===== src/rtl/assert_macros.svh =====
// Assertion macros shared by the stack RTL.
`ifndef ASSERT_MACROS_SVH
`define ASSERT_MACROS_SVH

// Check a property on every rising edge outside reset.
`define SWIM_ASSERT(lbl, clk, rst_n, prop, msg) \
    lbl: assert property (@(posedge clk) disable iff (!rst_n) prop) \
        else $error(msg);

// Check a property on every rising edge, reset included.
`define SWIM_ASSERT_ALWAYS(lbl, clk, prop, msg) \
    lbl: assert property (@(posedge clk) prop) else $error(msg);

`endif


===== src/rtl/swim_pkg.sv =====
// Types and codes of the stack with insert-after-match.
package swim_pkg;

    localparam int ACTION_W = 2;
    localparam int BYTE_W   = 8;
    localparam int STATUS_W = 2;
    localparam int FILL_W   = 5;

    // Action codes of an input word
    localparam logic [ACTION_W-1:0] ACT_PUSH   = 2'd0;
    localparam logic [ACTION_W-1:0] ACT_INSERT = 2'd1;
    localparam logic [ACTION_W-1:0] ACT_DUMP   = 2'd2;

    // Status codes of a result word
    localparam logic [STATUS_W-1:0] ST_OK    = 2'd0;
    localparam logic [STATUS_W-1:0] ST_FULL  = 2'd1;
    localparam logic [STATUS_W-1:0] ST_NOKEY = 2'd2;
    localparam logic [STATUS_W-1:0] ST_ELEM  = 2'd3;

    typedef struct packed {
        logic [ACTION_W-1:0] action;
        logic [BYTE_W-1:0]   value;
        logic [BYTE_W-1:0]   key;
    } t_in_word;

    typedef struct packed {
        logic [STATUS_W-1:0] status;
        logic [BYTE_W-1:0]   data;
        logic [FILL_W-1:0]   fill;
        logic                last;
    } t_out_word;

    // Commands from the controller to the datapath
    typedef struct packed {
        logic                wr_push;
        logic                wr_insert;
        logic                dump_start;
        logic                dump_step;
        logic                out_load;
        logic [STATUS_W-1:0] out_kind;
    } t_dp_cmd;

    // Status from the datapath to the controller
    typedef struct packed {
        logic full;
        logic found;
        logic empty;
        logic idx_last;
    } t_dp_stat;

endpackage


===== src/rtl/swim_if.sv =====
// Valid/ready channel interfaces for input and result words.
interface swim_in_if;
    import swim_pkg::*;

    logic     valid;
    logic     ready;
    t_in_word payload;

    modport source (output valid, output payload, input ready);
    modport sink (input valid, input payload, output ready);
endinterface

interface swim_out_if;
    import swim_pkg::*;

    logic      valid;
    logic      ready;
    t_out_word payload;

    modport source (output valid, output payload, input ready);
    modport sink (input valid, input payload, output ready);
endinterface


===== src/rtl/stack_with_insert_after_match.sv =====
// Top level of the bounded byte stack with push, insert-after-match and dump.
//
//  channel  | dir | word       | fields
//  i_in     | in  | t_in_word  | action, value, key
//  o_out    | out | t_out_word | status, data, fill, last
//
// For push and insert the result word is registered at the accepting edge.
// A dump of n entries first loads the dump index, then gives n words, one a cycle while
// o_out is taken; no new word is accepted until the bottom entry is loaded.
// An action that gives no result (unused code, dump of an empty stack) loads no result word.
// Synchronous active-low reset empties the stack; cell contents are not cleared.
// A stalled result holds the output register, and i_in waits until it is taken.
module stack_with_insert_after_match #(
    parameter int DEPTH = 16
) (
    input  logic            i_clk,
    input  logic            i_rst_n,
    swim_in_if.sink         i_in,
    swim_out_if.source      o_out
);
    import swim_pkg::*;

    t_dp_cmd   w_cmd;
    t_dp_stat  w_stat;
    t_out_word w_word;

    swim_ctrl u_ctrl (
        .i_clk       (i_clk),
        .i_rst_n     (i_rst_n),
        .i_in_valid  (i_in.valid),
        .o_in_ready  (i_in.ready),
        .i_action    (i_in.payload.action),
        .o_out_valid (o_out.valid),
        .i_out_ready (o_out.ready),
        .i_stat      (w_stat),
        .o_cmd       (w_cmd)
    );

    swim_dp #(
        .DEPTH (DEPTH)
    ) u_dp (
        .i_clk   (i_clk),
        .i_rst_n (i_rst_n),
        .i_value (i_in.payload.value),
        .i_key   (i_in.payload.key),
        .i_cmd   (w_cmd),
        .o_stat  (w_stat),
        .o_word  (w_word)
    );

    assign o_out.payload = w_word;

endmodule


===== src/rtl/swim_dp.sv =====
// Datapath of the stack: storage cells, match search, fill count and result register.
`include "assert_macros.svh"

module swim_dp #(
    parameter int DEPTH = 16
) (
    input  logic                       i_clk,
    input  logic                       i_rst_n,
    input  logic [swim_pkg::BYTE_W-1:0] i_value,
    input  logic [swim_pkg::BYTE_W-1:0] i_key,
    input  swim_pkg::t_dp_cmd          i_cmd,
    output swim_pkg::t_dp_stat         o_stat,
    output swim_pkg::t_out_word        o_word
);
    import swim_pkg::*;

    localparam int CNT_W = $clog2(DEPTH + 1);
    localparam int IDX_W = $clog2(DEPTH);
    localparam int LVLS  = $clog2(DEPTH);

    logic [BYTE_W-1:0]         r_cell [DEPTH];
    logic [BYTE_W-1:0]         n_cell [DEPTH];
    logic [CNT_W-1:0]          r_count;
    logic [CNT_W-1:0]          n_count;
    logic [CNT_W-1:0]          w_cnt_m1;
    logic [IDX_W-1:0]          r_idx;
    t_out_word                 r_word;
    logic [DEPTH-1:0]          w_match;
    logic [LVLS:0][DEPTH-1:0]  w_pre;
    logic [DEPTH-1:0]          w_excl;
    logic [DEPTH-1:0]          w_first;

    // Compare every occupied cell with the key
    always_comb begin
        for (int i = 0; i < DEPTH; i++) begin
            w_match[i] = (CNT_W'(i) < r_count) && (r_cell[i] == i_key);
        end
    end

    // Prefix OR of the matches in log steps
    always_comb begin
        w_pre[0] = w_match;
        for (int k = 0; k < LVLS; k++) begin
            for (int i = 0; i < DEPTH; i++) begin
                if (i >= (1 << k)) begin
                    w_pre[k+1][i] = w_pre[k][i] | w_pre[k][i - (1 << k)];
                end else begin
                    w_pre[k+1][i] = w_pre[k][i];
                end
            end
        end
    end

    // A match strictly below each cell, and the lowest match itself
    assign w_excl  = {w_pre[LVLS][DEPTH-2:0], 1'b0};
    assign w_first = w_match & ~w_excl;

    // Next cell contents for push and insert
    always_comb begin
        for (int i = 0; i < DEPTH; i++) begin
            n_cell[i] = r_cell[i];
        end
        if (i_cmd.wr_push) begin
            for (int i = 0; i < DEPTH; i++) begin
                if (CNT_W'(i) == r_count) begin
                    n_cell[i] = i_value;
                end
            end
        end
        if (i_cmd.wr_insert) begin
            for (int i = 1; i < DEPTH; i++) begin
                priority if (w_excl[i-1]) begin
                    n_cell[i] = r_cell[i-1];
                end else if (w_first[i-1]) begin
                    n_cell[i] = i_value;
                end else begin
                    n_cell[i] = r_cell[i];
                end
            end
        end
    end

    // Hold the cells; they need no reset
    always_ff @(posedge i_clk) begin
        for (int i = 0; i < DEPTH; i++) begin
            r_cell[i] <= n_cell[i];
        end
    end

    assign n_count  = r_count + CNT_W'(i_cmd.wr_push || i_cmd.wr_insert);
    assign w_cnt_m1 = r_count - CNT_W'(1);

    // Advance the fill count
    always_ff @(posedge i_clk) begin
        if (!i_rst_n) begin
            r_count <= '0;
        end else begin
            r_count <= n_count;
        end
    end

    // Walk the dump index from top to bottom
    always_ff @(posedge i_clk) begin
        if (i_cmd.dump_start) begin
            r_idx <= w_cnt_m1[IDX_W-1:0];
        end else if (i_cmd.dump_step) begin
            r_idx <= r_idx - IDX_W'(1);
        end
    end

    // Load the result word
    always_ff @(posedge i_clk) begin
        if (i_cmd.out_load) begin
            r_word.status <= i_cmd.out_kind;
            r_word.data   <= (i_cmd.out_kind == ST_ELEM) ? r_cell[r_idx] : '0;
            r_word.fill   <= FILL_W'(n_count);
            r_word.last   <= (i_cmd.out_kind != ST_ELEM) || (r_idx == '0);
        end
    end

    assign o_stat.full     = (r_count == CNT_W'(DEPTH));
    assign o_stat.found    = w_pre[LVLS][DEPTH-1];
    assign o_stat.empty    = (r_count == '0);
    assign o_stat.idx_last = (r_idx == '0);
    assign o_word          = r_word;

    `SWIM_ASSERT(a_count_bound, i_clk, i_rst_n,
        r_count <= CNT_W'(DEPTH), "fill above depth")
    `SWIM_ASSERT(a_push_grows, i_clk, i_rst_n,
        i_cmd.wr_push |=> (r_count == CNT_W'($past(r_count) + 1'b1)),
        "push did not grow the stack")
    `SWIM_ASSERT(a_insert_found, i_clk, i_rst_n,
        i_cmd.wr_insert |-> (o_stat.found && !o_stat.full),
        "insert without a free slot and a match")

endmodule


===== src/rtl/swim_ctrl.sv =====
// Controller of the stack: action decode, dump sequencing and result valid.
`include "assert_macros.svh"

module swim_ctrl (
    input  logic                         i_clk,
    input  logic                         i_rst_n,
    input  logic                         i_in_valid,
    output logic                         o_in_ready,
    input  logic [swim_pkg::ACTION_W-1:0] i_action,
    output logic                         o_out_valid,
    input  logic                         i_out_ready,
    input  swim_pkg::t_dp_stat           i_stat,
    output swim_pkg::t_dp_cmd            o_cmd
);
    import swim_pkg::*;

    localparam logic [0:0] S_IDLE = 1'b0;
    localparam logic [0:0] S_DUMP = 1'b1;

    logic [0:0] r_state;
    logic [0:0] n_state;
    logic       r_out_valid;
    logic       w_out_free;
    logic       w_accept;
    t_dp_cmd    w_cmd;

    assign w_out_free = !r_out_valid || i_out_ready;
    assign o_in_ready = i_rst_n && (r_state == S_IDLE) && w_out_free;
    assign w_accept   = i_in_valid && o_in_ready;

    // Decode the accepted word and step the dump
    always_comb begin
        w_cmd   = '0;
        n_state = r_state;
        unique case (r_state)
            S_IDLE: begin
                if (w_accept) begin
                    unique case (i_action)
                        ACT_PUSH: begin
                            w_cmd.out_load = 1'b1;
                            if (i_stat.full) begin
                                w_cmd.out_kind = ST_FULL;
                            end else begin
                                w_cmd.out_kind = ST_OK;
                                w_cmd.wr_push  = 1'b1;
                            end
                        end
                        ACT_INSERT: begin
                            w_cmd.out_load = 1'b1;
                            priority if (i_stat.full) begin
                                w_cmd.out_kind = ST_FULL;
                            end else if (i_stat.found) begin
                                w_cmd.out_kind  = ST_OK;
                                w_cmd.wr_insert = 1'b1;
                            end else begin
                                w_cmd.out_kind = ST_NOKEY;
                            end
                        end
                        ACT_DUMP: begin
                            if (!i_stat.empty) begin
                                w_cmd.dump_start = 1'b1;
                                n_state          = S_DUMP;
                            end
                        end
                        default: begin
                        end
                    endcase
                end
            end
            S_DUMP: begin
                if (w_out_free) begin
                    w_cmd.out_load  = 1'b1;
                    w_cmd.out_kind  = ST_ELEM;
                    w_cmd.dump_step = 1'b1;
                    if (i_stat.idx_last) begin
                        n_state = S_IDLE;
                    end
                end
            end
        endcase
    end

    // Advance the state and hold the result valid until taken
    always_ff @(posedge i_clk) begin
        if (!i_rst_n) begin
            r_state     <= S_IDLE;
            r_out_valid <= 1'b0;
        end else begin
            r_state <= n_state;
            if (w_cmd.out_load) begin
                r_out_valid <= 1'b1;
            end else if (i_out_ready) begin
                r_out_valid <= 1'b0;
            end
        end
    end

    assign o_cmd       = w_cmd;
    assign o_out_valid = r_out_valid;

    `SWIM_ASSERT(a_dump_end, i_clk, i_rst_n, ((r_state == S_DUMP) ##1 (r_state == S_IDLE)) |-> $past(w_cmd.out_load && i_stat.idx_last), "dump left before the bottom word")
    `SWIM_ASSERT(a_one_op, i_clk, i_rst_n, $onehot0({w_cmd.wr_push, w_cmd.wr_insert, w_cmd.dump_start}), "more than one operation at once")
    `SWIM_ASSERT(a_no_overwrite, i_clk, i_rst_n, (r_out_valid && !i_out_ready) |-> !w_cmd.out_load, "result word overwritten before taken")

endmodule


===== src/flat_wrapper.sv =====
// flat-port wrapper written by rule: the top's interface ports become plain ports
module stack_with_insert_after_match_flat import swim_pkg::*;
#(
    parameter int DEPTH = 16
)
  (i_clk, i_rst_n, i_in_valid, i_in_payload, i_in_ready, o_out_valid, o_out_payload, o_out_ready);
  swim_in_if i_in_i ();
  swim_out_if o_out_i ();
  input  logic i_clk;
  input  logic i_rst_n;
  input wire logic [$bits(i_in_i.valid)-1:0] i_in_valid;
  input wire logic [$bits(i_in_i.payload)-1:0] i_in_payload;
  output wire logic [$bits(i_in_i.ready)-1:0] i_in_ready;
  output wire logic [$bits(o_out_i.valid)-1:0] o_out_valid;
  output wire logic [$bits(o_out_i.payload)-1:0] o_out_payload;
  input wire logic [$bits(o_out_i.ready)-1:0] o_out_ready;
  assign i_in_i.valid = i_in_valid;
  assign i_in_i.payload = i_in_payload;
  assign i_in_ready = i_in_i.ready;
  assign o_out_valid = o_out_i.valid;
  assign o_out_payload = o_out_i.payload;
  assign o_out_i.ready = o_out_ready;
  stack_with_insert_after_match #(.DEPTH(DEPTH)) u_core (.i_clk(i_clk), .i_rst_n(i_rst_n), .i_in(i_in_i), .o_out(o_out_i));
endmodule

===== config.mk =====
export PLATFORM = sky130hd
export DESIGN_NAME = stack_with_insert_after_match_flat
export DESIGN_NICKNAME = d
export VERILOG_FILES = /design/src/rtl/swim_pkg.sv /design/src/rtl/swim_if.sv /design/src/rtl/stack_with_insert_after_match.sv /design/src/rtl/swim_dp.sv /design/src/rtl/swim_ctrl.sv /design/src/flat_wrapper.sv
export VERILOG_INCLUDE_DIRS = /design/src /design/src/rtl
export SDC_FILE = /design/constraint.sdc
export NUM_CORES = 1
export LEC_CHECK = 0
export CORE_ASPECT_RATIO = 0.75
export CORE_MARGIN = 8
export CORE_UTILIZATION = 55
export DETAILED_ROUTE_END_ITERATION = 10
export DONT_BUFFER_PORTS = 1
export GPL_ROUTABILITY_DRIVEN = 1
export PLACE_DENSITY = 0.74
export SLEW_MARGIN = 10
export SYNTH_ARGS = -nofsm -noshare
export SYNTH_HDL_FRONTEND = slang
export SYNTH_SLANG_ARGS = --single-unit

===== constraint.sdc =====
create_clock -name i_clk -period 5.4 [get_ports i_clk]
set_input_delay 1.08 -clock i_clk [delete_from_list [all_inputs] [get_ports i_clk]]
set_output_delay 1.08 -clock i_clk [all_outputs]
set_load 0.01 [all_outputs]

-- Yosys cells after proc, flatten, opt, wreduce, memory -nomap -nowiden
Memory sizes are Yosys's and may differ from the RTL's. A register that Yosys moved wholly into a read port is not among the register bits.
Index checks and enable logic that the tools add are counted.
- register bits after elaboration: 19
- memory bits (writable): 128
- input bits: 22
- output and inout bits: 18
- logic and storage cells: 212
- memories kept: 1
- add/sub/neg operators: 3
- $lt $le $gt $ge: 16
- equality and inequality tests: 36
- multiplexer cells: 72
- bitwise gates (word level): 48
- reductions and logical operators: 29
- memory list (memory ; words ; width ; read ports ; clocked after Yosys merged registers in ; write ports ; line ; RTL):
    u_core.u_dp.r_cell ; 16 ; 8 ; 17 ; 1 ; 16 ; swim_dp.sv:21 ; logic [BYTE_W-1:0] r_cell [DEPTH];
- operator list (kind ; count):
    2-to-1 mux 8 bit ; 45
    equality test 8 bit ; 16
    2-to-1 mux 128 bit ; 1
    2-to-1 mux 120 bit ; 1
    bitwise OR 1 bit ; 45
    equality test 4 x 5 -> 1 bit, first input constant ; 8
    < comparator 4 x 5 -> 1 bit, first input constant ; 8
    equality test 3 x 5 -> 1 bit, first input constant ; 4
    < comparator 3 x 5 -> 1 bit, first input constant ; 4
    logical AND 1 bit ; 19
    AND 15 bit ; 1
    inverter 15 bit ; 1
    2-to-1 mux 1 bit ; 14
    2-to-1 mux 4 bit ; 3
    case mux 3 bit (2 select lines) ; 2
    equality test 2 x 5 -> 1 bit, first input constant ; 2
    < comparator 1 x 5 -> 1 bit, first input constant ; 2
    < comparator 2 x 5 -> 1 bit, first input constant ; 2
    2-to-1 mux 3 bit ; 3
    subtractor 4 x 1 -> 4 bit, second input constant ; 2
    adder 5 x 1 -> 5 bit ; 1
    equality test 1 x 5 -> 1 bit, first input constant ; 1
    equality test 5 bit, second input constant ; 1
    zero test 5 bit ; 1
    11 further kinds ; 17

-- Logic depth before layout (Yosys ltp)
Gate-level depths: netlist (run 1).
An unclocked memory read counts as a cell.
- depth in word-level cells: 14
- gate-level depth with buffers: 16
- mapped depth without buffers: 12

-- Modules after synthesis
From an unflattened synthesis (run 1), not the netlist that was laid out.
- cells, all modules: 876
- area, all modules: 10078.4 um2
- by module, submodules not included (module ; times used ; cells each ; area each (um2) ; seq. area each (um2)):
    swim_dp ; 1 ; 852 ; 9898.2 ; 4544.4
    swim_ctrl ; 1 ; 24 ; 180.2 ; 40.0

-- Least setup slack after synthesis (run 1)
OpenSTA, ideal clock, no wires.
- path type: input-to-reg
- from: input port i_in_payload[7]
- to: register u_core.u_dp.r_word (netlist bit u_core.u_dp.o_word[5]) (data pin)
- library setup time: 0.263 ns
- arrival: 3.461 ns
- required time: 5.137 ns
- setup slack: 1.676 ns
- stages on the path: 14
- buffers on the path: 3
- cell sequence: buf_6 > xor2_1 > a311oi_1 > or4b_1 > and4_1 > nand3_2 > o21ai_2 > buf_2 > buf_2 > nand2_1 > ha_1 > ha_1 > nand3_1 > xnor2_1
- longest elaborated chain between the ends: 13
- elaborated cells on any way between the ends: 54
- classes of those cells: add/sub (1); eq/ne (16); mux (5); bitwise (15); reduce/logical (17)
- ends and longest elaborated chain (element ; line ; RTL):
    start: declaration ; flat_wrapper.sv:12 ; input wire logic [$bits(i_in_i.payload)-1:0] i_in_payload;
    equality test 8 bit ; swim_dp.sv:36 ; w_match[i] = (CNT_W'(i) < r_count) && (r_cell[i] == i_key);
    logical AND 1 bit ; swim_dp.sv:36 ;
    bitwise OR 1 bit (3 in a row) ; swim_dp.sv:46 ; w_pre[k+1][i] = w_pre[k][i] | w_pre[k][i - (1 << k)];
    bitwise OR 1 bit * ; swim_dp.sv:46 ;
    2-to-1 mux 1 bit * ; swim_ctrl.sv:52 ; end else if (i_stat.found) begin
    2-to-1 mux 1 bit * ; swim_ctrl.sv:50 ; priority if (i_stat.full) begin
    2-to-1 mux 1 bit * ; swim_ctrl.sv:38 ; unique case (i_action)
    2-to-1 mux 3 bit * ; swim_ctrl.sv:37 ; if (w_accept) begin
    2-to-1 mux 3 bit * ; swim_ctrl.sv:35 ; unique case (r_state)
    logical OR 1 bit * ; swim_dp.sv:90 ; assign n_count = r_count + CNT_W'(i_cmd.wr_push || i_cmd.wr_insert);
    adder 5 x 1 -> 5 bit * ; swim_dp.sv:90 ;
    via u_core.u_dp.n_count[4] ; swim_dp.sv:24 ; logic [CNT_W-1:0] n_count;
    end: declaration ; swim_dp.sv:27 ; t_out_word r_word;
The timed path passes the listed nets; every way through them passes the cells marked *.
A chain may end at the register's enable or synchronous reset.

-- Worst setup path in the final report (run 1)
- from: register u_core.u_dp.r_count[3]
- to: register u_core.u_dp.r_count[4]
- longest elaborated chain between the ends: 13
- elaborated cells on any way between the ends: 57
- classes of those cells: add/sub (1); order compare (16); eq/ne (1); mux (7); bitwise (15); reduce/logical (17)
- ends and longest elaborated chain (element ; line ; RTL):
    start: declaration ; swim_dp.sv:23 ; logic [CNT_W-1:0] r_count;
    start signal: assignment ; swim_dp.sv:98 ; r_count <= n_count;
    < comparator 4 x 5 -> 1 bit (tied with other cells) ; swim_dp.sv:36 ;
    logical AND 1 bit ; swim_dp.sv:36 ;
    bitwise OR 1 bit (4 in a row) ; swim_dp.sv:46 ;
    2-to-1 mux 1 bit ; swim_ctrl.sv:52 ;
    2-to-1 mux 1 bit ; swim_ctrl.sv:50 ;
    2-to-1 mux 1 bit ; swim_ctrl.sv:38 ;
    2-to-1 mux 3 bit ; swim_ctrl.sv:37 ;
    2-to-1 mux 3 bit ; swim_ctrl.sv:35 ;
    logical OR 1 bit ; swim_dp.sv:90 ;
    adder 5 x 1 -> 5 bit * ; swim_dp.sv:90 ;
    via u_core.u_dp.n_count[4] ; swim_dp.sv:24 ;
Marked as above.

==> qor.yml, run 1 <==
timing:
  finalHoldViolCount: 0
  timing.fmax_mhz: 240.4
  fin_crit_ns: 4.160
  slew_headroom_pct: 30.75
  worst_pin_slew_ns: 1.035
  skew_ns: 0.01183
  slew_violations: 0
  grt_setup_unrepaired: "false"
  fin_crit_sh_pct: 77.04
  setup_viol: 0
  tns_ns: 0
worst_setup_path:
  arrival_ns: 4.49
  start_kind: "flop"
  cp_num_buf_inv: 0
  slowest_stage: "o21ai_4"
  cp_cell_sequence: "nor2_1 > nand2_1 > o211ai_1 > and4_1 > nand3_2 > o21ai_4 > nand2_1 > ha_1 > ha_1 > nand3_1 > xnor2_1 > and2_1"
  critical_path.max_fanout: 21
  critPathCaptureType: "flop"
  critPathKind: "flop to flop"
  max_stage_delay_ns: 0.65
  required_ns: 5.73
  crit_family: "simple AND/OR/NAND/NOR gates"
min_path:
  hold_path.class: "flop to flop"
synth:
  synth_warnings: 0
  ys_async_sr_fraction_pct: 0
  syn_area_per_cell_um2: 12.03
  netlist_instances: 825
  synth.largest_area_cell: "edfxtp_1"
  synth_area_um2: 9927
  synth_area_leaders: "edfxtp_1 45%, mux4_2 9.1%, xor2_1 6.4%, xnor2_1 5.4%, a221o_1 4.8%"
  synth_top_area_share_pct: 44.77
  yosys_register_bits: 155
  syn_nets: 850
  ys_seq_area_share_pct: 46.18
  synth_cell_types: 67
  synthFlopType: "edfxtp_1"
  synth-edff-count: 148
clock_network:
  cts.repair.resized: 0
  cts_setup_buffers: 0
  cts_sinks: 155
  cts_tree: "yes"
  cts_buffers: 17
  cts_max_level: 4
  insertion_delay_ns: 0.44
  clk_pin_slew_ns: 0.06
  holdBufCountCts: 0
  cts_root_buf: "clkbuf_16"
  cts_max_path_buffers: 2
power:
  leakage_nw: 3.280
  peakVddDrop_uv: 163.0
  p_per_area_nw_per_um2: 253.7
  power_w: 0.002678
route:
  drc: 0
  first_pass_iters: 6
  drtIter0Drc: 1405
  detail-route-antenna-nets: 0
  routed_wl_mm: 34.69
  vias_per_cell: 7.675
  vias: 7974
  routedWlPerCell_um: 33.39
finish:
  diodes: 0
  final_common_cell: "edfxtp_1"
  drive_gt1_share_pct: 12.67
  final_net_count: 809
  syn_to_final_growth_pct: 6.327
  final_cell_mix: "148 x edfxtp_1, 72 x xor2_1, 61 x xnor2_1"
placement:
  place_hpwl_mm: 24.45
  port_buffers: 0
  globalplace.congestion: 1.006
grt:
  grt_pass1_wl_mm: 50.84
  grt_usage_pct: 30.53
  grt_pass1_vias: 7533
  antenna_found_initial: 2
  grt_max_degree: 49
  grt_overflow: 0
die:
  rows: 42
  core_area_um2: 17660
  die_area_um2: 22650
  start_util_pct: 56.22
  die_h_um: 132.4
  ios: 40
  die_w_um: 171.1
outcome:
  status: "finished clean"
job:
  maxCapViolations: 0
[final timing paths]
kind	start	endpoint	slack, ns	cells after the start
min	u_core.u_ctrl.r_state$_SDFF_PN0_	u_core.u_dp.o_word[0]$_DFFE_PP_	0.58	1
max	u_core.u_dp.r_count[3]$_SDFF_PN0_	u_core.u_dp.r_count[4]$_SDFF_PN0_	1.24	12
max reg2reg	u_core.u_dp.r_count[3]$_SDFF_PN0_	u_core.u_dp.r_count[4]$_SDFF_PN0_	1.24	12
min reg2reg	u_core.u_ctrl.r_state$_SDFF_PN0_	u_core.u_dp.o_word[0]$_DFFE_PP_	0.58	1
[layout make-up]
| class | count | area (um2) |
|---|---|---|
| sequential | 155 | 4584 |
| multi-input combinational | 582 | 4906 |
| clock buffer | 26 | 584.3 |
| tap | 242 | 302.8 |
| inverter | 20 | 75.07 |
| timing repair buffer | 8 | 60.06 |
| fill | 1441 | 7102 |
| clock inverter | 6 | 42.54 |
[through the flow]
stage               util [%]  hold WS (ns)  setup WS (ns)  cell area [um2]  std cells
CTS                    59.76        0.5748          1.429            10550       1039
global placement       56.17        0.5232          1.298             9917       1007
floorplan                  -        0.4995          1.676             9927        825
finish                 59.78        0.5756          1.240            10560       1039
detailed placement     56.21        0.5606          1.276             9925       1007
global route           59.78        0.6232          1.065            10560       1039
[registers in the layout, indices dropped and copies added, names as in the netlist]
| signal | cells |
|---|---|
| u_core.u_ctrl.r_state | 1 |
| u_core.u_dp.r_count | 5 |
| u_core.u_ctrl.o_out_valid | 1 |
| u_core.u_dp.o_word | 16 |
| u_core.u_dp.r_cell | 128 |
| u_core.u_dp.r_idx | 4 |
[per-layer routing]
layer / track usage, % / vias up / part of all wire, %
li1: - / 3186 / -
met1: 43.53 / 3957 / 40
met2: 40.44 / 729 / 40
met3: 13.02 / 98 / 17
met4: 10.41 / 4 / 2.8
met5: 0 / - / 0.069
[synth_stat cells, drive strengths merged, types with 9 or more instances]
library cell and n:
xor2 72, mux2i 20, and2 11, nand2 38, xnor2 61, o31ai 10, a221o 48, inv 20
nor2b 11, edfxtp 148, buf 38, nor2 26, clkbuf 30, a31oi 17, nand3 34, a21oi 25
nor4 18, o21ai 36, mux4 40, nor3 9, nand4 16, o211ai 11
[power by group]
part | switching [W] | internal [W] | total, W
Sequential | 0.00000613 | 0.00131 | 0.00131
Clock | 0.000504 | 0.000750 | 0.00125
Combinational | 0.0000605 | 0.0000485 | 0.000109
[kinds of logic (layout without fill, tap and decap cells)]
group           Yosys count  after routing  share of synthesized area [%]
compound gates          198            198                          15.29
simple gates            188            188                          10.74
flops                   155            155                          46.18
xor+xnor                133            133                          11.73
buf+inv                  88             60                          4.588
mux                      60             60                          11.09
fa+ha+maj                 3              3                         0.3782
No activity file was read; power rests on OpenSTA's default activity.
==> run 2, diff against run 1 <==
- clock period: 5.4 -> 4.2 ns (I/O delays scaled with it)
==> run 2 against run 1 <==
Against the previous run:
- cell area rose by 0.85%
- count of clock-buffer cells in the layout fell by 7
- sequential power rose by 29%
- critical endpoint is now u_core.u_dp.r_cell[8][6]$_DFFE_PP_
- worst hold slack got worse by 0.068 ns
- flip-flop and latch count did not move
- via count rose by 1.0%
- largest power group unchanged
==> qor.yml, run 2 (synthesized netlist as in run 1, its figures left out) <==
outcome:
  status: "finished clean"  # unchanged
clock_network:
  cts.repair.resized: 0  # unchanged
  insertion_delay_ns: 0.43  # was 0.44 ns
  cts_max_path_buffers: 2  # unchanged
  clk_pin_slew_ns: 0.06  # about the same
  cts_sinks: 155  # unchanged
  holdBufCountCts: 0  # unchanged
  cts_max_level: 4  # unchanged
  cts_buffers: 17  # unchanged
  cts_root_buf: "clkbuf_16"  # unchanged
  cts_tree: "yes"  # unchanged
  cts_setup_buffers: 0  # unchanged
route:
  routedWlPerCell_um: 32.60  # was 33.39 um
  met1Wirelength_mm: 12.62  # was 13.89 mm
  route.met2.wl_mm: 13.74  # was 14.02 mm
  drc: 0  # unchanged
  top_layer: "met5"  # unchanged
  wl_met3_mm: 6.616  # was 5.799 mm
  first_pass_iters: 8  # was 6
  vias: 8056  # was 7974
  vias_per_cell: 7.622  # was 7.675
  routed_wl_mm: 34.45  # was 34.69 mm
  detail-route-antenna-nets: 0  # unchanged
  drtIter0Drc: 1430  # was 1405
worst_setup_path:
  start_kind: "flop"  # unchanged
  slowest_stage: "a2111oi_4"  # was o21ai_4
  arrival_ns: 3.90  # was 4.49 ns
  cp_cell_sequence: "nor2_1 > buf_4 > nand2_1 > o211ai_1 > and3_1 > nand4_2 > a2111oi_4 > a221o_1"  # was nor2_1 > nand2_1 > o211ai_1 > and4_1 > nand3_2 > o21ai_4 > nand2_1 > ha_1 > ha_1 > nand3_1 > xnor2_1 > and2_1
  required_ns: 4.49  # was 5.73 ns
  cp_num_buf_inv: 1  # was 0
  crit_family: "compound AO/OA/AOI/OAI gates"  # was simple AND/OR/NAND/NOR gates
  max_stage_delay_ns: 0.75  # was 0.65 ns
  critical_path.max_fanout: 18  # was 21
  critPathKind: "flop to flop"  # unchanged
  critPathCaptureType: "flop"  # unchanged
power:
  p_seq_share_pct: 49.3  # was 49.1%
  peakVddDrop_uv: 244.4  # was 163.0 uV
  clkPwrFrac_pct: 46.5  # was 46.8%
  p_per_area_nw_per_um2: 322.1  # was 253.7 nW/um2
  leakage_nw: 3.344  # was 3.280 nW
  p_int_w: 0.002687  # was 0.002107 W
  swShare_pct: 21.64  # was 21.31%
  netSwitchingPower_w: 0.0007420  # was 0.0005707 W
  pwr-share-comb_pct: 4.2  # was 4.1%
finish:
  final_common_cell: "edfxtp_1"  # unchanged
  postLayoutCellArea_um2: 10650  # was 10560 um2
  nFillCells: 1407  # was 1441
  largest_register_ffs: 128  # unchanged
  regMostFlops: "u_core.u_dp.r_cell"  # unchanged
  syn_to_final_growth_pct: 7.235  # was 6.327%
  drive_gt1_share_pct: 14.15  # was 12.67%
  final_cell_mix: "148 x edfxtp_1, 72 x xor2_1, 61 x xnor2_1"  # unchanged
  final_net_count: 825  # was 809
grt:
  grt_overflow: 0  # unchanged
  grt_pass1_wl_mm: 50.12  # was 50.84 mm
  antenna_found_initial: 3  # was 2
  grt_max_degree: 45  # was 49
  grt_pass1_vias: 7553  # was 7533
  grt_usage_pct: 30.25  # was 30.53%
timing:
  finalHoldViolCount: 0  # unchanged
  fin_crit_ns: 3.614  # was 4.160 ns
  grt_setup_unrepaired: "false"  # unchanged
  timing.fmax_mhz: 276.7  # was 240.4 MHz
  slew_violations: 0  # unchanged
  fin_crit_sh_pct: 86.05  # was 77.04%
  setup_viol: 0  # unchanged
  worst_pin_slew_ns: 1.121  # was 1.035 ns
  skew_ns: 0.008498  # was 0.01183 ns
  slew_headroom_pct: 24.62  # was 30.75%
  tns_ns: 0  # unchanged
placement:
  place_hpwl_mm: 23.29  # was 24.45 mm
  port_buffers: 0  # unchanged
  placed_area_um2: 10040  # was 9925 um2
  globalplace.congestion: 0.9825  # was 1.006
die:
  rows: 42  # unchanged
  die_area_um2: 22650  # unchanged
  core_area_um2: 17660  # unchanged
  die_h_um: 132.4  # unchanged
  start_util_pct: 56.22  # unchanged
  ios: 40  # unchanged
  die_w_um: 171.1  # unchanged
job:
  maxCapViolations: 0  # unchanged
min_path:
  hold_path.class: "primary input to flop"  # was flop to flop
==> run 2: worst paths after layout <==
| check | from | end | slack [ns] | cells past startpoint |
|---|---|---|---|---|
| hold / removal | i_in_payload[8] | u_core.u_dp.r_cell[0][0]$_DFFE_PP_ | 0.51 | 0 |
| hold reg to reg | u_core.u_ctrl.r_state$_SDFF_PN0_ | u_core.u_dp.o_word[0]$_DFFE_PP_ | 0.57 | 1 |
| setup / recovery | u_core.u_dp.r_count[3]$_SDFF_PN0_ | u_core.u_dp.r_cell[8][6]$_DFFE_PP_ | 0.59 | 8 |
| setup reg to reg | u_core.u_dp.r_count[3]$_SDFF_PN0_ | u_core.u_dp.r_cell[8][6]$_DFFE_PP_ | 0.59 | 8 |
==> run 2: area by class of cell <==
cell class | count | area [um2] | share of cell area, %
Antenna cell | 2 | 5.005 | 0.04701
Clock buffer | 19 | 432.9 | 4.067
Clock inverter | 13 | 166.4 | 1.563
Inverter | 20 | 75.07 | 0.7052
Multi-Input combinational cell | 582 | 4898 | 46.02
Sequential cell | 155 | 4584 | 43.07
Tap cell | 242 | 302.8 | 2.844
Timing Repair Buffer | 24 | 180.2 | 1.693
==> run 2: metal layers <==
layer,global-route usage (%),up-vias
li1,-,3208
met1,39.90,3894
met2,40.24,825
met3,17.12,125
met4,10.84,4
met5,2.740,-
==> run 2: power by group through the flow <==
stage	sequential [W]	combinational (W)	clock, W
2_1_floorplan	0.00172	0.000148	0
4_1_cts	0.00169	0.000139	0.00160
6_report	0.00169	0.000144	0.00159
5_1_grt	0.00169	0.000154	0.00166
3_3_place_gp	0.00172	0.000135	0
3_5_place_dp	0.00172	0.000138	0
==> run 2: through the flow <==
step | total power (W) | instances | hold slack [ns] | worst slack (ns) | util [%]
after floorplan | 0.001869 | 825 | 0.4995 | 0.7159 | -
after global routing | 0.003507 | 1057 | 0.4872 | 0.4554 | 60.29
after CTS | 0.003430 | 1055 | 0.4960 | 0.7590 | 60.24
after global placement | 0.001859 | 1023 | 0.5219 | 0.7622 | 56.85
final | 0.003429 | 1057 | 0.5080 | 0.5859 | 60.29
after detailed placement | 0.001861 | 1023 | 0.5532 | 0.6900 | 56.85
==> run 3, diff against run 2 <==
- PLACE_DENSITY: 0.74 -> default
- PLACE_DENSITY_LB_ADDON: default -> 0.12
- RECOVER_POWER: default -> 50
- clock period: 4.2 -> 4.3 ns (I/O delays scaled with it)
==> run 3 against run 2 <==
Against the previous run:
- the flow now finishes with violations (capacitance limit, slew limit)
- setup slack got worse by 0.12 ns
- count of clock-buffer cells in the layout unchanged
- worst hold slack improved by 0.0086 ns
- combinational power decreased by 3%
- critical endpoint is now u_core.u_dp.r_cell[2][7]$_DFFE_PP_
- register-to-register slack got worse by 0.12 ns
- flip-flop and latch count unchanged
- global-route usage increased by 1.9 points
==> qor.yml, run 3 (synthesized netlist as in run 1, its figures left out) <==
worst_setup_path:
  start_kind: "flop"  # unchanged
  crit_family: "simple AND/OR/NAND/NOR gates"  # was compound AO/OA/AOI/OAI gates
  path_common_cell: "or3_1"
  cp_num_buf_inv: 1  # unchanged
  r2r_slack_ns: 0.47  # was 0.59 ns
  r2r-start: "u_core.u_dp.r_count[2]$_SDFF_PN0_"  # was u_core.u_dp.r_count[3]$_SDFF_PN0_
  arrival_ns: 4.02  # was 3.90 ns
  critPathKind: "flop to flop"  # unchanged
  r2r_cells: 8  # unchanged
  critPathCaptureType: "flop"  # unchanged
  critical_path.max_fanout: 9  # was 18
  cp_cell_sequence: "or3_1 > a21oi_1 > or3_1 > nand2_1 > nor3_1 > a211o_1 > o21ai_0 > buf_4"  # was nor2_1 > buf_4 > nand2_1 > o211ai_1 > and3_1 > nand4_2 > a2111oi_4 > a221o_1
  slowest_stage: "nor3_1"  # was a2111oi_4
  r2r_end: "u_core.u_dp.r_cell[2][7]$_DFFE_PP_"  # was u_core.u_dp.r_cell[8][6]$_DFFE_PP_
  required_ns: 4.49  # about the same
  max_stage_delay_ns: 1.08  # was 0.75 ns
timing:
  skew_ns: 0.01156  # was 0.008498 ns
  finalHoldViolCount: 0  # unchanged
  tns_ns: 0  # unchanged
  grt_setup_unrepaired: "false"  # unchanged
  fin_crit_sh_pct: 89.07  # was 86.05%
  setup_viol: 0  # unchanged
  worst_pin_slew_ns: 1.882  # was 1.121 ns
  timing.fmax_mhz: 261.1  # was 276.7 MHz
  slew_violations: 17  # was 0
  fin_crit_ns: 3.830  # was 3.614 ns
  slew_headroom_pct: -26.81  # was 24.62%
  fin_hold_ws_ns: 0.5166  # was 0.5080 ns
clock_network:
  cts_tree: "yes"  # unchanged
  holdBufCountCts: 0  # unchanged
  cts_root_buf: "clkbuf_16"  # unchanged
  cts_buffers: 17  # unchanged
  cts_max_path_buffers: 2  # unchanged
  cts.repair.resized: 0  # unchanged
  insertion_delay_ns: 0.44  # was 0.43 ns
  clk_pin_slew_ns: 0.07  # was 0.06 ns
  cts_setup_buffers: 0  # unchanged
  cts_max_level: 4  # unchanged
  cts_sinks: 155  # unchanged
finish:
  diodes: 0  # was 2
  regMostFlops: "u_core.u_dp.r_cell"  # unchanged
  largest_register_ffs: 128  # unchanged
  final_cell_mix: "148 x edfxtp_1, 72 x xor2_1, 61 x xnor2_1"  # unchanged
  nFillCells: 1462  # was 1407
  final_common_cell: "edfxtp_1"  # unchanged
  final_net_count: 827  # was 825
  drive_gt1_share_pct: 13.01  # was 14.15%
  syn_to_final_growth_pct: 7.058  # was 7.235%
grt:
  grt_pass1_vias: 7708  # was 7553
  grt_usage_pct: 32.17  # was 30.25%
  grt_pass1_wl_mm: 52.95  # was 50.12 mm
  antenna_found_initial: 4  # was 3
  grt_max_degree: 45  # unchanged
  grt_overflow: 0  # unchanged
placement:
  globalplace.congestion: 1.004  # was 0.9825
  port_buffers: 0  # unchanged
  place_hpwl_mm: 24.88  # was 23.29 mm
min_path:
  hold_path.startpoint: "i_in_payload[11]"  # was i_in_payload[8]
  hold_path.class: "primary input to flop"  # unchanged
  min_to: "u_core.u_dp.r_cell[0][3]$_DFFE_PP_"  # was u_core.u_dp.r_cell[0][0]$_DFFE_PP_
  hold_depth: 0  # unchanged
route:
  drtIter0Drc: 1285  # was 1430
  routedWlPerCell_um: 34.28  # was 32.60 um
  drc: 0  # unchanged
  met1Wirelength_mm: 14.32  # was 12.62 mm
  top_layer: "met5"  # unchanged
  wl_met3_mm: 5.887  # was 6.616 mm
  vias_per_cell: 7.678  # was 7.622
  detail-route-antenna-nets: 0  # unchanged
  first_pass_iters: 6  # was 8
  route.met2.wl_mm: 14.67  # was 13.74 mm
  vias: 8116  # was 8056
  routed_wl_mm: 36.23  # was 34.45 mm
die:
  die_area_um2: 22650  # unchanged
  start_util_pct: 56.22  # unchanged
  die_w_um: 171.1  # unchanged
  rows: 42  # unchanged
  die_h_um: 132.4  # unchanged
  core_area_um2: 17660  # unchanged
  ios: 40  # unchanged
outcome:
  status: "complete, but fails checks"  # was finished clean
  violations: "capacitance limit, slew limit"
power:
  leakage_nw: 3.334  # was 3.344 nW
  p_per_area_nw_per_um2: 322.0  # was 322.1 nW/um2
  peakVddDrop_uv: 205.2  # was 244.4 uV
job:
  maxCapViolations: 1  # was 0
## run 3: changes by cell type in the layout (fill, tap and decap cells not counted), sizes merged
cell    change
diode       -2
buf         -2
clkbuf      +4
bufinv      +1
inv         -1
## run 3: worst max path at each step
stage / cells past startpoint / from / to
2_1_floorplan: 14 / i_in_payload[7] / u_core.u_dp.o_word[5]$_DFFE_PP_
3_3_place_gp: 9 / i_in_payload[7] / u_core.u_dp.r_cell[5][0]$_DFFE_PP_
3_5_place_dp: 12 / i_in_payload[7] / u_core.u_dp.r_count[4]$_SDFF_PN0_
4_1_cts: 12 / u_core.u_dp.r_count[2]$_SDFF_PN0_ / u_core.u_dp.r_count[4]$_SDFF_PN0_
5_1_grt: 7 / u_core.u_dp.r_count[2]$_SDFF_PN0_ / u_core.u_dp.r_cell[12][7]$_DFFE_PP_
6_report: 8 / u_core.u_dp.r_count[2]$_SDFF_PN0_ / u_core.u_dp.r_cell[2][7]$_DFFE_PP_
## run 3: metrics by stage
stage	utilization (%)	instances	area [um2]	setup slack, ns	power [W]
floorplan	-	825	9927	0.7959	0.001826
global placement	57.00	1025	10060	0.7431	0.001818
detailed placement	57.00	1025	10060	0.6754	0.001819
CTS	60.53	1057	10690	0.7967	0.003418
global route	60.19	1057	10630	0.3082	0.003485
finish	60.19	1057	10630	0.4700	0.003422
## run 3: area by class of cell
type / count / area (um2) / area share, %
clock buffer: 19 / 432.9 / 4.073
clock inverter: 13 / 190.2 / 1.789
inverter: 20 / 75.07 / 0.7064
multi-input combinational: 582 / 4861 / 45.74
sequential: 155 / 4584 / 43.14
tap: 242 / 302.8 / 2.849
timing repair buffer: 26 / 181.4 / 1.707
## run 3: power breakdown
group          internal, W  switching, W
clock network     0.000977      0.000655
logic            0.0000605     0.0000793
registers          0.00164    0.00000727
total              0.00268      0.000741
## run 3: metal layers
metal | global-route usage, % | vias to the layer above
li1 | - | 3218
met1 | 45.72 | 4037
met2 | 43.55 | 747
met3 | 12.33 | 108
met4 | 11.57 | 6
met5 | 0 | -
